**src/sv/assert_macros.svh**
```systemverilog
// Assertion helpers for the RTL, included by the sorted key table.
`ifndef ASSERT_MACROS_SVH
`define ASSERT_MACROS_SVH

`ifndef SYNTHESIS

// Property must hold at every clock edge outside reset.
`define ASSERT_PROP(lbl, clk, rst, prop, msg) \
   lbl: assert property (@(posedge clk) disable iff (rst) (prop)) else $error(msg);

// Condition must never be true outside reset.
`define ASSERT_NEVER(lbl, clk, rst, cond, msg) \
   lbl: assert property (@(posedge clk) disable iff (rst) !(cond)) else $error(msg);

`else

`define ASSERT_PROP(lbl, clk, rst, prop, msg)
`define ASSERT_NEVER(lbl, clk, rst, cond, msg)

`endif

`endif

```
**src/sv/skl_pkg.sv**
```systemverilog
`default_nettype none

package skl_pkg;

   // Field widths
   localparam int KEY_W   = 16;
   localparam int ACT_W   = 2;
   localparam int STAT_W  = 2;

   // Default table depth
   localparam int DEPTH_DEFAULT = 16;

   // Request action codes
   localparam logic [ACT_W-1:0] ACT_INSERT = 2'd0;
   localparam logic [ACT_W-1:0] ACT_REMOVE = 2'd1;
   localparam logic [ACT_W-1:0] ACT_LIST   = 2'd2;

   // Response status codes
   localparam logic [STAT_W-1:0] STAT_DONE     = 2'd0;
   localparam logic [STAT_W-1:0] STAT_FULL     = 2'd1;
   localparam logic [STAT_W-1:0] STAT_NOTFOUND = 2'd2;
   localparam logic [STAT_W-1:0] STAT_EMPTY    = 2'd3;

endpackage

`default_nettype wire

```
**src/sv/skl_ram.sv**
```systemverilog
`default_nettype none

module skl_ram import skl_pkg::*; #(
   parameter int WIDTH = KEY_W,
   parameter int DEPTH = DEPTH_DEFAULT,
   localparam int AW   = (DEPTH > 1) ? $clog2(DEPTH) : 1
) (
   input  wire logic             clock,
   input  wire logic             we,
   input  wire logic [AW-1:0]    waddr,
   input  wire logic [WIDTH-1:0] wdata,
   input  wire logic [AW-1:0]    raddr,
   output logic      [WIDTH-1:0] rdata
);

   logic [WIDTH-1:0] mem_ff [DEPTH];

   // Write one word, read one word with registered data
   always_ff @(posedge clock) begin
      if (we) begin
         mem_ff[waddr] <= wdata;
      end
      rdata <= mem_ff[raddr];
   end

endmodule

`default_nettype wire

```
**src/sv/sorted_key_list_insert_remove.sv**
```systemverilog
// Sorted key table in a RAM; one request at a time, the next taken in the cycle after its last beat.
// Insert: result in the cycle after accept when full or empty, else the words above the insert point move up
//   (one RAM entry shifted per cycle from the top down to the insert point), then the key is written.
// Remove: result in the cycle after accept when empty, else scan then shift, one RAM entry per cycle.
// List: per key, a RAM read into the output register, then an output beat held until taken.
// Reset clears the sequencer state and the key count only; the key store keeps its contents, no clearing pass.
`default_nettype none

module sorted_key_list_insert_remove import skl_pkg::*; #(
   parameter int DEPTH = DEPTH_DEFAULT,
   localparam int CW   = $clog2(DEPTH + 1)
) (
   input  wire logic              clock,
   input  wire logic              reset,
   input  wire logic              req_valid,
   output logic                   req_stall,
   input  wire logic [ACT_W-1:0]  req_action,
   input  wire logic [KEY_W-1:0]  req_key,
   output logic                   rsp_valid,
   input  wire logic              rsp_stall,
   output logic      [STAT_W-1:0] rsp_status,
   output logic      [KEY_W-1:0]  rsp_entry_key,
   output logic                   rsp_last,
   output logic      [CW-1:0]     rsp_entry_count
);

   `include "assert_macros.svh"

   localparam int AW = $clog2(DEPTH);
   localparam logic [CW-1:0] FULL_CNT = CW'(DEPTH);
   localparam logic [AW-1:0] ONE_A    = AW'(1);
   localparam logic [AW-1:0] TWO_A    = AW'(2);

   // Sequencer states
   localparam logic [2:0] S_IDLE     = 3'd0;
   localparam logic [2:0] S_INS      = 3'd1;
   localparam logic [2:0] S_INS_PUT  = 3'd2;
   localparam logic [2:0] S_RM_SCAN  = 3'd3;
   localparam logic [2:0] S_RM_SHIFT = 3'd4;
   localparam logic [2:0] S_LIST_LD  = 3'd5;
   localparam logic [2:0] S_RESP     = 3'd6;

   logic [2:0]        state_ff, state_in;
   logic [CW-1:0]     count_ff, count_in;
   logic [AW-1:0]     ptr_ff, ptr_in;
   logic [KEY_W-1:0]  key_ff, key_in;
   logic [STAT_W-1:0] status_ff, status_in;
   logic [KEY_W-1:0]  out_key_ff, out_key_in;
   logic              last_ff, last_in;

   logic              ram_we;
   logic [AW-1:0]     ram_waddr;
   logic [KEY_W-1:0]  ram_wdata;
   logic [AW-1:0]     ram_raddr;
   logic [KEY_W-1:0]  ram_rdata;

   logic              req_fire;
   logic              rsp_fire;
   logic              key_le;
   logic              key_eq;
   logic              ptr_at_end;

   skl_ram #(
      .WIDTH (KEY_W),
      .DEPTH (DEPTH)
   ) u_store (
      .clock (clock),
      .we    (ram_we),
      .waddr (ram_waddr),
      .wdata (ram_wdata),
      .raddr (ram_raddr),
      .rdata (ram_rdata)
   );

   assign req_stall       = (state_ff != S_IDLE);
   assign rsp_valid       = (state_ff == S_RESP);
   assign req_fire        = req_valid && !req_stall;
   assign rsp_fire        = rsp_valid && !rsp_stall;
   assign rsp_status      = status_ff;
   assign rsp_entry_key   = out_key_ff;
   assign rsp_last        = last_ff;
   assign rsp_entry_count = count_ff;

   // Shared compare unit: stored word against the request key
   assign key_le     = (ram_rdata <= key_ff);
   assign key_eq     = (ram_rdata == key_ff);
   assign ptr_at_end = ((CW'(ptr_ff) + CW'(1)) == count_ff);

   // Sequence one request through the store
   always_comb begin
      state_in   = state_ff;
      count_in   = count_ff;
      ptr_in     = ptr_ff;
      key_in     = key_ff;
      status_in  = status_ff;
      out_key_in = out_key_ff;
      last_in    = last_ff;
      ram_we     = 1'b0;
      ram_waddr  = ptr_ff;
      ram_wdata  = key_ff;
      ram_raddr  = ptr_ff;

      unique case (state_ff)
         S_IDLE: begin
            if (req_fire) begin
               key_in     = req_key;
               out_key_in = req_key;
               status_in  = STAT_DONE;
               last_in    = 1'b1;
               unique case (req_action)
                  ACT_INSERT: begin
                     if (count_ff == FULL_CNT) begin
                        status_in = STAT_FULL;
                        state_in  = S_RESP;
                     end else if (count_ff == '0) begin
                        ram_we    = 1'b1;
                        ram_waddr = '0;
                        ram_wdata = req_key;
                        count_in  = count_ff + CW'(1);
                        state_in  = S_RESP;
                     end else begin
                        ptr_in    = count_ff[AW-1:0];
                        ram_raddr = count_ff[AW-1:0] - ONE_A;
                        state_in  = S_INS;
                     end
                  end
                  ACT_REMOVE: begin
                     if (count_ff == '0) begin
                        status_in = STAT_NOTFOUND;
                        state_in  = S_RESP;
                     end else begin
                        ptr_in    = '0;
                        ram_raddr = '0;
                        state_in  = S_RM_SCAN;
                     end
                  end
                  ACT_LIST: begin
                     if (count_ff == '0) begin
                        status_in  = STAT_EMPTY;
                        out_key_in = '0;
                        state_in   = S_RESP;
                     end else begin
                        ptr_in    = '0;
                        ram_raddr = '0;
                        state_in  = S_LIST_LD;
                     end
                  end
                  default: begin
                     state_in = S_IDLE;
                  end
               endcase
            end
         end

         // Data at ptr-1 is on the read port; drop key in or move word up
         S_INS: begin
            ram_we = 1'b1;
            if (key_le) begin
               ram_wdata = key_ff;
               count_in  = count_ff + CW'(1);
               state_in  = S_RESP;
            end else begin
               ram_wdata = ram_rdata;
               ptr_in    = ptr_ff - ONE_A;
               if (ptr_ff == ONE_A) begin
                  state_in = S_INS_PUT;
               end else begin
                  ram_raddr = ptr_ff - TWO_A;
               end
            end
         end

         // Every stored word was larger: key goes to the bottom
         S_INS_PUT: begin
            ram_we    = 1'b1;
            ram_wdata = key_ff;
            count_in  = count_ff + CW'(1);
            state_in  = S_RESP;
         end

         // Search upward for the first equal word
         S_RM_SCAN: begin
            if (key_eq) begin
               if (ptr_at_end) begin
                  count_in = count_ff - CW'(1);
                  state_in = S_RESP;
               end else begin
                  ptr_in    = ptr_ff + ONE_A;
                  ram_raddr = ptr_ff + ONE_A;
                  state_in  = S_RM_SHIFT;
               end
            end else if (ptr_at_end) begin
               status_in = STAT_NOTFOUND;
               state_in  = S_RESP;
            end else begin
               ptr_in    = ptr_ff + ONE_A;
               ram_raddr = ptr_ff + ONE_A;
            end
         end

         // Move each word above the hole down by one
         S_RM_SHIFT: begin
            ram_we    = 1'b1;
            ram_waddr = ptr_ff - ONE_A;
            ram_wdata = ram_rdata;
            if (ptr_at_end) begin
               count_in = count_ff - CW'(1);
               state_in = S_RESP;
            end else begin
               ptr_in    = ptr_ff + ONE_A;
               ram_raddr = ptr_ff + ONE_A;
            end
         end

         // Load one listed key into the output register
         S_LIST_LD: begin
            out_key_in = ram_rdata;
            status_in  = STAT_DONE;
            last_in    = ptr_at_end;
            state_in   = S_RESP;
         end

         // Hold the beat until taken; fetch the next listed key
         S_RESP: begin
            if (rsp_fire) begin
               if (last_ff) begin
                  state_in = S_IDLE;
               end else begin
                  ptr_in    = ptr_ff + ONE_A;
                  ram_raddr = ptr_ff + ONE_A;
                  state_in  = S_LIST_LD;
               end
            end
         end

         default: begin
            state_in = S_IDLE;
         end
      endcase
   end

   // Control registers
   always_ff @(posedge clock) begin
      if (reset) begin
         state_ff <= S_IDLE;
         count_ff <= '0;
      end else begin
         state_ff <= state_in;
         count_ff <= count_in;
      end
   end

   // Payload registers
   always_ff @(posedge clock) begin
      ptr_ff     <= ptr_in;
      key_ff     <= key_in;
      status_ff  <= status_in;
      out_key_ff <= out_key_in;
      last_ff    <= last_in;
   end

   `ASSERT_NEVER(a_count_range, clock, reset, count_ff > FULL_CNT, "key count above depth")
   `ASSERT_PROP(a_rsp_blocks_req, clock, reset, rsp_valid |-> req_stall, "request taken during response")
   `ASSERT_PROP(a_write_in_update, clock, reset, (ram_we && state_ff != S_IDLE) |-> (state_ff == S_INS || state_ff == S_INS_PUT || state_ff == S_RM_SHIFT), "store written outside update")
   `ASSERT_PROP(a_count_step, clock, reset, (count_ff != $past(count_ff)) |-> (state_ff == S_RESP), "count changed without a result")

endmodule

`default_nettype wire

```
**config.mk**
```make
export PLATFORM = sky130hd
export DESIGN_NAME = sorted_key_list_insert_remove
export DESIGN_NICKNAME = d
export VERILOG_FILES = /design/src/sv/skl_pkg.sv /design/src/sv/skl_ram.sv /design/src/sv/sorted_key_list_insert_remove.sv
export VERILOG_INCLUDE_DIRS = /design/src /design/src/sv
export SDC_FILE = /design/constraint.sdc
export NUM_CORES = 1
export LEC_CHECK = 0
export BUFFER_PORTS_ARGS = -buffer_cell sky130_fd_sc_hd__buf_2
export CORE_UTILIZATION = 40
export CTS_CLUSTER_SIZE = 28
export DETAILED_ROUTE_END_ITERATION = 12
export GPL_TIMING_DRIVEN = 0
export PLACE_DENSITY = 0.55
export SETUP_SLACK_MARGIN = 0.1
export SLEW_MARGIN = 30
export SYNTH_ARGS = -nofsm -noshare
export SYNTH_HDL_FRONTEND = slang
export SYNTH_HIERARCHICAL = 1
export SYNTH_SLANG_ARGS = --single-unit
```
**constraint.sdc**
```tcl
create_clock -name clock -period 3.8 [get_ports clock]
set_input_delay 0.19 -clock clock [delete_from_list [all_inputs] [get_ports clock]]
set_output_delay 0.19 -clock clock [all_outputs]
set_load 0.005 [all_outputs]
```
==> flow_metrics.tcl <==
set metrics [dict create \
    status "complete, no violations" \
    initial_core_util 0.4081 \
    grt_pass1_vias 8094 \
    start_kind "flop" \
    crit_path_start "ptr_ff[0]" \
    rr_startpoint "ptr_ff[0]" \
    grt_first_pass_wirelength_um 48600 \
    ys_seq_elements 319 \
    clock_latency_ns 0.52 \
    relSlewSlack 0.3558 \
    min_from "rsp_stall" \
    track_usage 0.1829 \
    yosysTopAreaCellShare 0.6441 \
    clk_path_buf_depth 3 \
    worst_pin_slew_ns 0.9664 \
    die_h_um 187.4 \
    drt_pass1_iterations 5 \
    synth_cells 817 \
    min_period_ns 3.656 \
    core-area_sq_um 33700 \
    worstPathRequired_ns 4.20 \
    syn_nets 871 \
    placed_cell_area_sq_um 14750 \
    drtAntennaViolNets 0 \
    fmax_mhz 273.5 \
    synth.area.top_cells "edfxtp_1 (64%), mux4_2 (8.8%), dfxtp_1 (3.5%)" \
    drc 0 \
    synth_cell_type_count 70 \
    layout.nets 1011 \
    wl_per_cell_um 22.24 \
    cts_tree "yes" \
    initialDrtViolationCount 482 \
    rsz0062_at_grt "true" \
    path_max_fanout 10 \
    crit_chain "clkbuf_4 > inv_2 > ha_2 > xor2_2 > a21oi_2 > nand4_4 > nor2b_2 > or2_2 > o311ai_1 > o2111ai_2 > buf_6 > buf_4 > mux4_2 > a22oi_2 > nand2_1" \
    rows 67 \
    hold_class "primary input to flop" \
    antenna_cells 0 \
    period_share 0.9621 \
    fin_skew_ns 0.02145 \
    die-width_um 187.4 \
    ys_seq_area_frac 0.6790 \
    clkSlewWorstSetupHoldPaths_ns 0.06 \
    dpl.hpwl_um 21070 \
    fin_tns_setup_ns 0 \
    synth.cell_area_sq_um 13750 \
    ios 48 \
    gp_congestion 0.8690 \
    drive_above_1_share 0.3106 \
    clkSinkCount 319 \
    detail_route.wirelength_um 31810 \
    crit_type "flop to flop" \
    areaGrowthSynthToFinish_pct 21.85 \
    root_buffer "clkbuf_16" \
    avgSynthCellArea_sq_um 16.83 \
    io_buffer_count 47 \
    end_kind "flop" \
    grt_max_degree 19 \
    max_stage_delay_ns 0.38 \
    cpMaxStageDelayCell "edfxtp_1" \
    power.leakage_nw 5.925 \
    numCtsBuffers 35 \
    fin_util 0.4973 \
    vdd_drop_max_mv 0.3913 \
    yosys_warnings 6 \
    finalSetupViolations 0 \
    design_area_sq_um 16760 \
    maxCapViolations 0 \
    cp.arrival_ns 4.05 \
    power.density_nw_per_um2 1006 \
    num_vias 7936 \
    synthFlopType "edfxtp_1" \
    synth-edff-count 295 \
    yosys.area.top_type "edfxtp_1" \
    final_max_slew_viol_count 0 \
    die_area_sq_um 35130 \
    antenna_found_initial 0 \
    hold_violations 0 \
    vias_per_cell 5.550 \
    htree_levels 2 \
    synthArstFlopShare 0 \
    grt.overflow.total 0 \
]
worst paths after layout:
kind / slack [ns] / end / cells after the start
hold reg to reg: 0.61 / rsp_entry_count[1] / 2
setup / recovery: 0.14 / u_store/rdata[9] / 15
setup reg to reg: 0.14 / u_store/rdata[9] / 15
hold / removal: 0.16 / state_ff[0] / 4
repair_timing:
item | CTS | global route
resized for setup | 58 | 49
hold buffers | 17 | 0
setup endpoints to repair | 417 | 311
hold endpoints to repair | 33 | 0
cloned | 1 | 1
pin swaps | 18 | 12
buffers inserted | 23 | 9
stage by stage:
step	setup WS [ns]	total power [mW]	hold slack, ns	std cells
floorplan	0.1494	10.25	0.2591	817
finish	0.1442	16.86	0.1625	1430
CTS	0.07137	16.61	0.1276	1421
detailed placement	-0.9018	12.65	0.4055	1319
global route	0.01988	17.74	0.1716	1430
global placement	-1.476	12.45	0.4041	1312
critical path, delay by kind of cell (launching register included):
| kind | cells | cell delay, ns |
|---|---|---|
| buffers and inverters | 4 | 0.73 |
| DFF | 1 | 0.38 |
| and+or+nand+nor | 4 | 0.65 |
| xor gates and xnor gates | 1 | 0.16 |
| AOI/OAI and AO/OA | 4 | 0.95 |
| muxes | 1 | 0.31 |
| adders and majority gates | 1 | 0.34 |
cell families (layout without fill, tap and decap cells):
group / after synthesis / count (layout) / share of synthesized area
simple gates: 162 / 162 / 0.06095
buf+inv: 70 / 235 / 0.02675
compound gates: 154 / 154 / 0.08452
mux: 67 / 67 / 0.1097
fa+ha+maj: 32 / 32 / 0.02966
flops: 319 / 319 / 0.6790
xor+xnor: 13 / 13 / 0.009370
metal layers:
layer	GRT usage	wire length [um]
met3	0.02533	1454
met2	0.2940	14990
met4	0.04503	468
met1	0.2634	14890
met5	0	0
flip-flops by register name, summed over array words and instances, names as in the netlist:
name / cells
key_ff: 16
ptr_ff: 4
rsp_entry_count: 5
rsp_entry_key: 16
rsp_last: 1
rsp_status: 2
state_ff: 3
u_store/mem_ff: 256
u_store/rdata: 16
report_power, final:
part | total, mW | internal (mW) | switching (mW)
sequential | 5.57 | 5.28 | 0.292
combinational | 8.02 | 3.36 | 4.66
clock | 3.27 | 1.95 | 1.32
total | 16.9 | 10.6 | 6.27
cells in the final DEF (no fill, tap or decap), drive strengths merged, types with 6 or more instances in the layout:
master | Yosys | final
edfxtp | 295 | 295
buf | 23 | 111
mux4 | 64 | 64
clkbuf | 20 | 62
nor2 | 44 | 44
nand2 | 43 | 43
a22oi | 32 | 32
ha | 31 | 31
inv | 27 | 29
dfxtp | 24 | 24
a21oi | 23 | 23
o21ai | 20 | 20
and3 | 18 | 18
a22o | 18 | 18
dlygate4sd3 | 0 | 17
a221o | 17 | 17
clkinv | 0 | 13
nor3 | 10 | 10
nor2b | 8 | 8
nand3 | 8 | 8
nand2b | 7 | 7
a31oi | 7 | 7
xnor2 | 6 | 6
xor2 | 6 | 6
nand4 | 6 | 6
cells in the mapped netlist, drive strengths merged (4+ instances only):
library cell and count:
a21o 5, a21oi 23, a221o 17, a22o 18, a22oi 32, a31oi 7
and2 4, and3 18, buf 23, clkbuf 20, dfxtp 24, edfxtp 295
ha 31, inv 27, mux4 64, nand2 43, nand2b 7, nand3 8
nand4 6, nor2 44, nor2b 8, nor3 10, o21ai 20, o21bai 5
o22ai 5, xnor2 6, xor2 6
area by class of cell:
type | instances | area (sq um)
repair buffers | 105 | 865.8
fillers | 2827 | 16940
well taps | 448 | 560.5
inverters | 27 | 101.3
clock buffers | 44 | 930.9
flip-flops and latches | 319 | 9341
multi-input cells | 428 | 4415
clock inverters | 18 | 178.9
plain buffers | 41 | 364.1
Note: power is estimated with default switching activity, not from simulation.
